<file path="src/rtl/assert_macros.svh">
// ----------------------------------------------------------------------------
// assert_macros.svh
// Concurrent assertion helpers shared by the RTL; define ASSERT_OFF to drop
// every check.
// ----------------------------------------------------------------------------
`ifndef ASSERT_MACROS_SVH
`define ASSERT_MACROS_SVH

`ifndef ASSERT_OFF

// Same-cycle implication
`define ASSERT_IMP(lbl, clk, rst, ante, cons, msg) \
  lbl: assert property (@(posedge clk) disable iff (rst) (ante) |-> (cons)) \
    else $error(msg);

// Next-cycle implication
`define ASSERT_NXT(lbl, clk, rst, ante, cons, msg) \
  lbl: assert property (@(posedge clk) disable iff (rst) (ante) |=> (cons)) \
    else $error(msg);

`else

`define ASSERT_IMP(lbl, clk, rst, ante, cons, msg)
`define ASSERT_NXT(lbl, clk, rst, ante, cons, msg)

`endif

`endif

</file>
<file path="src/rtl/i2r_pkg.sv">
// ----------------------------------------------------------------------------
// i2r_pkg
// Shared types, character codes and digit tables for the Roman numeral
// converter.
// ----------------------------------------------------------------------------
`default_nettype none

package i2r_pkg;

  localparam int ValueW = 12;
  localparam int SymW   = 7;
  localparam logic [ValueW-1:0] MaxValid = 12'd3999;

  // Decimal positions
  localparam logic [1:0] POS_UNITS     = 2'd0;
  localparam logic [1:0] POS_TENS      = 2'd1;
  localparam logic [1:0] POS_HUNDREDS  = 2'd2;
  localparam logic [1:0] POS_THOUSANDS = 2'd3;

  // ASCII Roman characters
  localparam logic [SymW-1:0] CH_NONE = 7'h00;
  localparam logic [SymW-1:0] CH_I    = 7'h49;
  localparam logic [SymW-1:0] CH_V    = 7'h56;
  localparam logic [SymW-1:0] CH_X    = 7'h58;
  localparam logic [SymW-1:0] CH_L    = 7'h4C;
  localparam logic [SymW-1:0] CH_C    = 7'h43;
  localparam logic [SymW-1:0] CH_D    = 7'h44;
  localparam logic [SymW-1:0] CH_M    = 7'h4D;

  // Which letter of a position a character uses
  typedef enum logic [1:0] {
    SEL_ONE  = 2'd0,
    SEL_FIVE = 2'd1,
    SEL_TEN  = 2'd2
  } sel_t;

  // k * 10^pos, k = 0..9, indexed [pos][k]
  localparam logic [13:0] MULT_TABLE [4][10] = '{
    '{14'd0, 14'd1, 14'd2, 14'd3, 14'd4, 14'd5, 14'd6, 14'd7, 14'd8, 14'd9},
    '{14'd0, 14'd10, 14'd20, 14'd30, 14'd40, 14'd50, 14'd60, 14'd70, 14'd80,
      14'd90},
    '{14'd0, 14'd100, 14'd200, 14'd300, 14'd400, 14'd500, 14'd600, 14'd700,
      14'd800, 14'd900},
    '{14'd0, 14'd1000, 14'd2000, 14'd3000, 14'd4000, 14'd5000, 14'd6000,
      14'd7000, 14'd8000, 14'd9000}
  };

  // Controller to datapath
  typedef struct packed {
    logic load;          // take a new request, split off the thousands
    logic extract;       // split off the next lower digit
    logic advance;       // step to the next character of the digit
    logic show_char;     // present the current character
    logic show_special;  // present the single zero / out-of-range result
  } i2r_cmd_t;

  // Datapath to controller
  typedef struct packed {
    logic in_special;    // request value is zero or above the valid range
    logic in_digit_zero; // thousands digit of the request is zero
    logic next_zero;     // next lower digit is zero
    logic char_final;    // current character ends its digit
    logic rest_zero;     // nothing left below the current digit
  } i2r_status_t;

  typedef struct packed {
    logic [3:0]        digit;
    logic [ValueW-1:0] rem;
  } split_t;

  // One decimal digit off the top: nine parallel trial subtractions
  function automatic split_t digit_split(input logic [ValueW-1:0] rest,
                                         input logic [1:0] pos);
    split_t       res;
    logic [13:0]  diff;
    res.digit = 4'd0;
    res.rem   = rest;
    for (int k = 1; k < 10; k++) begin
      diff = {2'b00, rest} - MULT_TABLE[pos][k];
      if ({2'b00, rest} >= MULT_TABLE[pos][k]) begin
        res.digit = 4'(k);
        res.rem   = diff[ValueW-1:0];
      end
    end
    return res;
  endfunction

  // Index of the final character of a digit's pattern
  function automatic logic [1:0] final_idx(input logic [3:0] digit);
    logic [1:0] f;
    case (digit)
      4'd2, 4'd4, 4'd6, 4'd9: f = 2'd1;
      4'd3, 4'd7:             f = 2'd2;
      4'd8:                   f = 2'd3;
      default:                f = 2'd0;
    endcase
    return f;
  endfunction

  // Character at place idx of digit at position pos
  function automatic logic [SymW-1:0] roman_char(input logic [3:0] digit,
                                                 input logic [1:0] idx,
                                                 input logic [1:0] pos);
    sel_t            sel;
    logic [SymW-1:0] ch;
    sel = SEL_ONE;
    case (digit)
      4'd4:                   sel = (idx == 2'd0) ? SEL_ONE : SEL_FIVE;
      4'd5:                   sel = SEL_FIVE;
      4'd6, 4'd7, 4'd8:       sel = (idx == 2'd0) ? SEL_FIVE : SEL_ONE;
      4'd9:                   sel = (idx == 2'd0) ? SEL_ONE : SEL_TEN;
      default:                sel = SEL_ONE;
    endcase
    case (pos)
      POS_UNITS:    ch = (sel == SEL_ONE) ? CH_I : (sel == SEL_FIVE) ? CH_V : CH_X;
      POS_TENS:     ch = (sel == SEL_ONE) ? CH_X : (sel == SEL_FIVE) ? CH_L : CH_C;
      POS_HUNDREDS: ch = (sel == SEL_ONE) ? CH_C : (sel == SEL_FIVE) ? CH_D : CH_M;
      default:      ch = CH_M;
    endcase
    return ch;
  endfunction

endpackage

`default_nettype wire

</file>
<file path="src/rtl/i2r_dp.sv">
// ----------------------------------------------------------------------------
// i2r_dp
// Datapath: remainder, current digit, position and character index, plus
// the character lookup that drives the result ports.
// ----------------------------------------------------------------------------
`default_nettype none

module i2r_dp (
  input  wire logic                       clk,
  input  wire logic [i2r_pkg::ValueW-1:0] value,
  input  wire i2r_pkg::i2r_cmd_t          cmd,
  output i2r_pkg::i2r_status_t            status,
  output logic [i2r_pkg::SymW-1:0]        symbol,
  output logic                            last,
  output logic                            out_of_range
);
  import i2r_pkg::*;

  logic [ValueW-1:0] rest;
  logic [3:0]        digit;
  logic [1:0]        pos;
  logic [1:0]        idx;
  logic              oor;

  split_t            in_split;
  split_t            next_split;
  logic [1:0]        pos_dn;
  logic              char_final;

  // Digit split of the incoming value and of the held remainder
  always_comb begin
    pos_dn     = pos - 2'd1;
    in_split   = digit_split(value, POS_THOUSANDS);
    next_split = digit_split(rest, pos_dn);
    char_final = (idx == final_idx(digit));
  end

  // Working registers, payload only
  always_ff @(posedge clk) begin
    if (cmd.load) begin
      rest  <= in_split.rem;
      digit <= in_split.digit;
      pos   <= POS_THOUSANDS;
      idx   <= 2'd0;
      oor   <= (value > MaxValid);
    end else if (cmd.extract) begin
      rest  <= next_split.rem;
      digit <= next_split.digit;
      pos   <= pos_dn;
      idx   <= 2'd0;
    end else if (cmd.advance) begin
      idx   <= idx + 2'd1;
    end
  end

  // Status back to the controller
  always_comb begin
    status.in_special    = (value == '0) || (value > MaxValid);
    status.in_digit_zero = (in_split.digit == 4'd0);
    status.next_zero     = (next_split.digit == 4'd0);
    status.char_final    = char_final;
    status.rest_zero     = (rest == '0);
  end

  // Result ports
  always_comb begin
    symbol       = cmd.show_char ? roman_char(digit, idx, pos) : CH_NONE;
    last         = cmd.show_special || (char_final && (rest == '0));
    out_of_range = cmd.show_special && oor;
  end

endmodule

`default_nettype wire

</file>
<file path="src/rtl/i2r_ctrl.sv">
// ----------------------------------------------------------------------------
// i2r_ctrl
// Controller: sequences request load, digit extraction and character
// emission.
// ----------------------------------------------------------------------------
`default_nettype none

module i2r_ctrl (
  input  wire logic                 clk,
  input  wire logic                 rst,
  input  wire logic                 start,
  input  wire i2r_pkg::i2r_status_t status,
  output i2r_pkg::i2r_cmd_t         cmd,
  output logic                      busy,
  output logic                      strobe
);
  import i2r_pkg::*;

  typedef enum logic [3:0] {
    ST_IDLE    = 4'b0001,
    ST_DIGIT   = 4'b0010,
    ST_EMIT    = 4'b0100,
    ST_SPECIAL = 4'b1000
  } state_t;

  state_t state;
  state_t state_next;

  // Next state and commands
  always_comb begin
    state_next = state;
    cmd        = '0;
    busy       = 1'b1;
    strobe     = 1'b0;
    case (state)
      ST_IDLE: begin
        busy = 1'b0;
        if (start) begin
          cmd.load = 1'b1;
          if (status.in_special) begin
            state_next = ST_SPECIAL;
          end else if (status.in_digit_zero) begin
            state_next = ST_DIGIT;
          end else begin
            state_next = ST_EMIT;
          end
        end
      end
      ST_DIGIT: begin
        // skip a zero digit; something nonzero is still below
        cmd.extract = 1'b1;
        state_next  = status.next_zero ? ST_DIGIT : ST_EMIT;
      end
      ST_EMIT: begin
        strobe        = 1'b1;
        cmd.show_char = 1'b1;
        if (!status.char_final) begin
          cmd.advance = 1'b1;
        end else if (status.rest_zero) begin
          state_next = ST_IDLE;
        end else begin
          cmd.extract = 1'b1;
          state_next  = status.next_zero ? ST_DIGIT : ST_EMIT;
        end
      end
      ST_SPECIAL: begin
        strobe           = 1'b1;
        cmd.show_special = 1'b1;
        state_next       = ST_IDLE;
      end
      default: begin
        state_next = ST_IDLE;
      end
    endcase
  end

  // State register
  always_ff @(posedge clk) begin
    if (rst) begin
      state <= ST_IDLE;
    end else begin
      state <= state_next;
    end
  end

endmodule

`default_nettype wire

</file>
<file path="src/rtl/integer_to_roman_numeral.sv">
// ----------------------------------------------------------------------------
// integer_to_roman_numeral
// Converts a 12-bit unsigned value to its Roman numeral, one ASCII
// character per result.
// ----------------------------------------------------------------------------
// Usage:
//   Request: drive value and raise start while busy is low; the request is
//   taken at that clock edge and busy rises in the next cycle.
//   Results: one character per cycle on symbol, marked by strobe, thousands
//   first, pausing for skipped zero digits; last flags the final character.
//   The receiver cannot hold results off, so strobe is never stalled.
//   Zero gives one result with symbol 0 and last set. 4000..4095 gives one
//   result with symbol 0, last and out_of_range set.
// Timing:
//   The first result appears in the cycle after the request edge when the
//   thousands digit is nonzero; zero digits ahead of a character are skipped
//   in ST_DIGIT. A request passes ST_EMIT for each character and ST_DIGIT
//   for each skipped zero digit; 3888 gives 15 characters. busy falls in the
//   cycle after the final result, so the next request can be taken then.
//   The character sequencer sets the pace: one character per ST_EMIT cycle.
// Reset: rst (synchronous) returns the controller to idle; any conversion
//   in flight is dropped.
// ----------------------------------------------------------------------------
`default_nettype none

`include "assert_macros.svh"

module integer_to_roman_numeral (
  input  wire logic                       clk,
  input  wire logic                       rst,
  input  wire logic                       start,
  input  wire logic [i2r_pkg::ValueW-1:0] value,
  output logic                            busy,
  output logic                            strobe,
  output logic [i2r_pkg::SymW-1:0]        symbol,
  output logic                            last,
  output logic                            out_of_range
);
  import i2r_pkg::*;

  i2r_cmd_t    cmd;
  i2r_status_t status;

  i2r_ctrl u_ctrl (
    .clk    (clk),
    .rst    (rst),
    .start  (start),
    .status (status),
    .cmd    (cmd),
    .busy   (busy),
    .strobe (strobe)
  );

  i2r_dp u_dp (
    .clk          (clk),
    .value        (value),
    .cmd          (cmd),
    .status       (status),
    .symbol       (symbol),
    .last         (last),
    .out_of_range (out_of_range)
  );

  // Checks
  `ASSERT_IMP(a_strobe_busy, clk, rst, strobe, busy, "result outside a request")
  `ASSERT_NXT(a_take_busy, clk, rst, start && !busy, busy, "request not taken")
  `ASSERT_IMP(a_oor_form, clk, rst, strobe && out_of_range,
              last && (symbol == CH_NONE), "out-of-range result malformed")
  `ASSERT_NXT(a_last_idle, clk, rst, strobe && last, !busy, "busy after final result")

endmodule

`default_nettype wire
</file>
<file path="config.mk">
export PLATFORM = sky130hd
export DESIGN_NAME = integer_to_roman_numeral
export DESIGN_NICKNAME = d
export VERILOG_FILES = /design/src/rtl/i2r_pkg.sv /design/src/rtl/i2r_dp.sv /design/src/rtl/i2r_ctrl.sv /design/src/rtl/integer_to_roman_numeral.sv
export VERILOG_INCLUDE_DIRS = /design/src /design/src/rtl
export SDC_FILE = /design/constraint.sdc
export NUM_CORES = 1
export LEC_CHECK = 0
export BUFFER_PORTS_ARGS = -buffer_cell sky130_fd_sc_hd__clkbuf_2
export CORE_MARGIN = 4
export CORE_UTILIZATION = 40
export CTS_BUF_LIST = sky130_fd_sc_hd__clkbuf_4 sky130_fd_sc_hd__clkbuf_8
export CTS_CLUSTER_SIZE = 25
export DETAILED_ROUTE_END_ITERATION = 10
export HOLD_SLACK_MARGIN = 0.02
export RECOVER_POWER = 25
export SYNTH_ARGS = -nofsm -noshare
export SYNTH_HDL_FRONTEND = slang
export SYNTH_SLANG_ARGS = --single-unit
</file>
<file path="constraint.sdc">
create_clock -name clk -period 4.1 [get_ports clk]
set_clock_uncertainty 0.15 [all_clocks]
set_input_delay 0.205 -clock clk [delete_from_list [all_inputs] [get_ports clk]]
set_output_delay 0.205 -clock clk [all_outputs]
set_load 0.1 [all_outputs]
</file>
==> metrics <==
Place WS=-0.02006 ns; DR WL met2=roughly 12 mm; Die Footprint=approximately 19000 µm²; DRT Pass-1 Iters=6; latest clock arrival within the worst-skew pair=0.30 ns; Static Leakage=roughly 3.2 nW; Max Used Layer=met4; CTS buffer count=3; antenna viol nets, final=0; WL final=~28 mm; vias in the first global route=7160; CTS H-tree depth=1; Final nets=between 1k and 1.5k; Hold Vio Cnt, Final=0; WL met1=about 12 mm; area delta synth->final=16.04%; Post-synth top cells=nor2_1, a21oi_1, nand2_1, o21ai_0, ha_1; post-layout minimum cycle time=between 4 and 5 ns; die width=139.0 µm; post-synth top area share=under 10%; largest net degree at the start of global routing=30; CTS tree=built; VDD IR max=~0.00028 V; Antenna Cells=0; Most common cell on crit path=ha_1; Synth Register Bits=25; max_slew headroom=22.09%; worst slew pin tran=between 1 and 1.5 ns; drt via density=around 6.5; nature of the critical path startpoint=flip-flop; post-synthesis async set-or-reset flop share=0%; Initial Utilization=41.10%; initial antenna violation count=0; core area=16700 µm²; # IOs=26; count leader, synth=nor2_1; Cell Area, Synth=between 6000 and 7000 µm²; Finish-stage setup viols=0; global route total overflow=0; Yosys top cell by area=ha_1; Max Cap Viol=0; wire length per cell=22.03 µm; Sink Count=25; Synth area leaders=ha_1, edfxtp_1, a21oi_1; Setup WS post-layout=between 0.08 and 0.09 ns; worst path cell trace=inv_2 -> ha_1 -> inv_1 -> buf_4 -> ha_1 -> nor2b_1 -> o31a_1 -> o21ai_2 -> o21a_1 -> nor2_1 -> a221oi_1 -> o21ai_1 -> a221o_1; Syn Area/Cell=6.997 µm²; post-synthesis sequential area ratio=about a tenth; Min-Delay Path Class=input pin to flip-flop; ys flop type=edfxtp_1; Max clock buf depth=2; row count=47; DR WL met3=2.720 mm; synth unique cells=90; reg2reg setup slack=about 0.088 ns; Initial DRC Count=between 1k and 1.5k; Post-synth EDFFs=17; Tcrit/Tclk final=between 90% and 100%; status=completed; GP Congestion=about 1.1; RSZ-0062 raised after global routing=yes; Syn Nets=1055; Ys Warns=0; crit path DAT=a little under 4 ns; drc violations=0; CP Capture Type=flip-flop; slowest cell delay on critical path=between 0.4 and 0.5 ns; Port-buffer cells=24; Worst Path Required=4.01 ns; family with the most delay on the worst path=compound AO/OA/AOI/OAI gates; f_max=0.2492 GHz; Root Buffer=clkbuf_8; CP Class=flip-flop to flip-flop; Cell Pwr Density=between 700 and 800 nW/µm²; worst path buffer plus inverter count=3; CP Max Fanout=8; Synth Instances=between 900 and 1k; Slowest cell on crit path=o21a_1; vias=a little over 8k; gr usage total=a little over a quarter; global-route wire length before repair=approximately 42 mm; dpl hpwl=22.19 mm; share of layout cells above drive strength 1=around 18%; Final Slew Violations=0; CTS clk-pin slew, worst paths=0.12 ns; fin util=a little under half; die height=roughly 140 µm
-- flip-flops by register name, indices dropped and copies added (netlist names) --
register	flops
u_dp.idx	2
u_dp.oor	1
u_dp.rest	12
u_dp.pos	2
u_ctrl.state	4
u_dp.digit	4
-- worst register-to-register path, cell delays in order (launching register included) --
cell and delay (ns):
dfxtp_4 0.38, inv_2 0.11, ha_1 0.25, inv_1 0.11
buf_4 0.16, ha_1 0.29, nor2b_1 0.16, o31a_1 0.33
o21ai_2 0.29, o21a_1 0.47, nor2_1 0.20, a221oi_1 0.38
o21ai_1 0.15, a221o_1 0.37
-- path summary, 6_finish.rpt --
check / end / depth (start not counted) / start
worst max-delay path: u_dp.rest[7] / 13 / u_dp.pos[0]
worst min-delay path: u_dp.rest[0] / 3 / value[0]
worst max register to register: u_dp.rest[7] / 13 / u_dp.pos[0]
worst min register to register: u_dp.idx[1] / 2 / u_dp.idx[1]
-- placed cells by master, fill, tap and decap left out, types with 7 or more instances in the layout --
master    synthesis  final
o31ai_1           9      9
nand2b_1         23     23
nor4_1            9      9
clkbuf_1         41      7
clkbuf_2          0     18
o22ai_1          13     13
o21ai_0          69     69
nand2_1          74     74
o21a_1           12     12
nor3_1           21     20
a211oi_1         17     17
and2_1            9      8
inv_1            38     37
mux2i_1          10     10
edfxtp_1         17     17
ha_1             53     47
buf_4             7    108
nor3b_1           7      7
o211ai_1          9      9
a21o_1           17     17
nor2_1          103     99
a31oi_1          24     24
nand4_1           8      8
a221oi_1          9      9
xor2_1           22     22
xnor2_1          39     39
dfxtp_1           8      7
a21oi_1          81     81
nand3_1          24     23
or2_2            12     12
o221ai_1         10     10
nand3b_1          7      7
nor2b_1          20     20
-- repair_timing --
item / 4_1_cts / 5_1_grt
setup buffers: 0 / 7
gates resized for setup: 1 / 17
setup endpoints to repair: 3 / 14
hold endpoints to repair: 2 / 0
hold buffers: 1 / 0
pin swaps: 0 / 4
-- report_power, final --
part	switching (W)	internal, W	leakage, nW	total, W
sequential	0.000104	0.000377	0.228	0.000481
clock	0.000103	0.0000703	0.0260	0.000174
combinational	0.00322	0.00213	2.96	0.00535
total	0.00343	0.00258	3.22	0.00600
-- per-stage QoR --
| step | hold slack [ns] | TNS (ns) | power, W | instance area, µm² | std cells |
|---|---|---|---|---|---|
| after floorplan | 0.1311 | 0 | 0.003832 | 6890 | 981 |
| after global routing | 0.1506 | -0.03367 | 0.006347 | 7965 | 1274 |
| after CTS | 0.1201 | 0 | 0.005753 | 7855 | 1267 |
| after detailed placement | 0.3102 | -0.02576 | 0.005549 | 7795 | 1262 |
| after global placement | 0.3131 | 0 | 0.005573 | 7795 | 1262 |
| final | 0.1273 | 0 | 0.006003 | 7965 | 1274 |
-- logic make-up after synthesis --
kind of cell | count (synthesis) | synth area share, %
AO/OA/AOI/OAI | 357 | 35.38
AND/OR/NAND/NOR | 351 | 25.90
buffers and inverters | 107 | 6.708
adder cells (fa/ha/maj) | 66 | 12.45
XOR/XNOR | 61 | 7.783
flip-flops | 25 | 9.770
multiplexers | 13 | 1.950
other | 1 | 0.05463
-- final cells by class --
class | count | area [µm²]
clock buffer | 3 | 41.29
clock inverter | 1 | 6.256
fill | 1706 | 8736
inverter | 39 | 146.4
multi-input combinational | 849 | 5824
sequential | 25 | 674.4
tap | 220 | 275.3
timing repair buffer | 137 | 997.2
-- metal layers --
| metal | global-route usage [%] | vias up |
|---|---|---|
| li1 | - | 3811 |
| met1 | 40.18 | 3858 |
| met2 | 40.76 | 529 |
| met3 | 3.690 | 85 |
| met4 | 9.063 | 0 |
| met5 | 0 | - |
No activity file was read; power rests on OpenSTA's default activity.
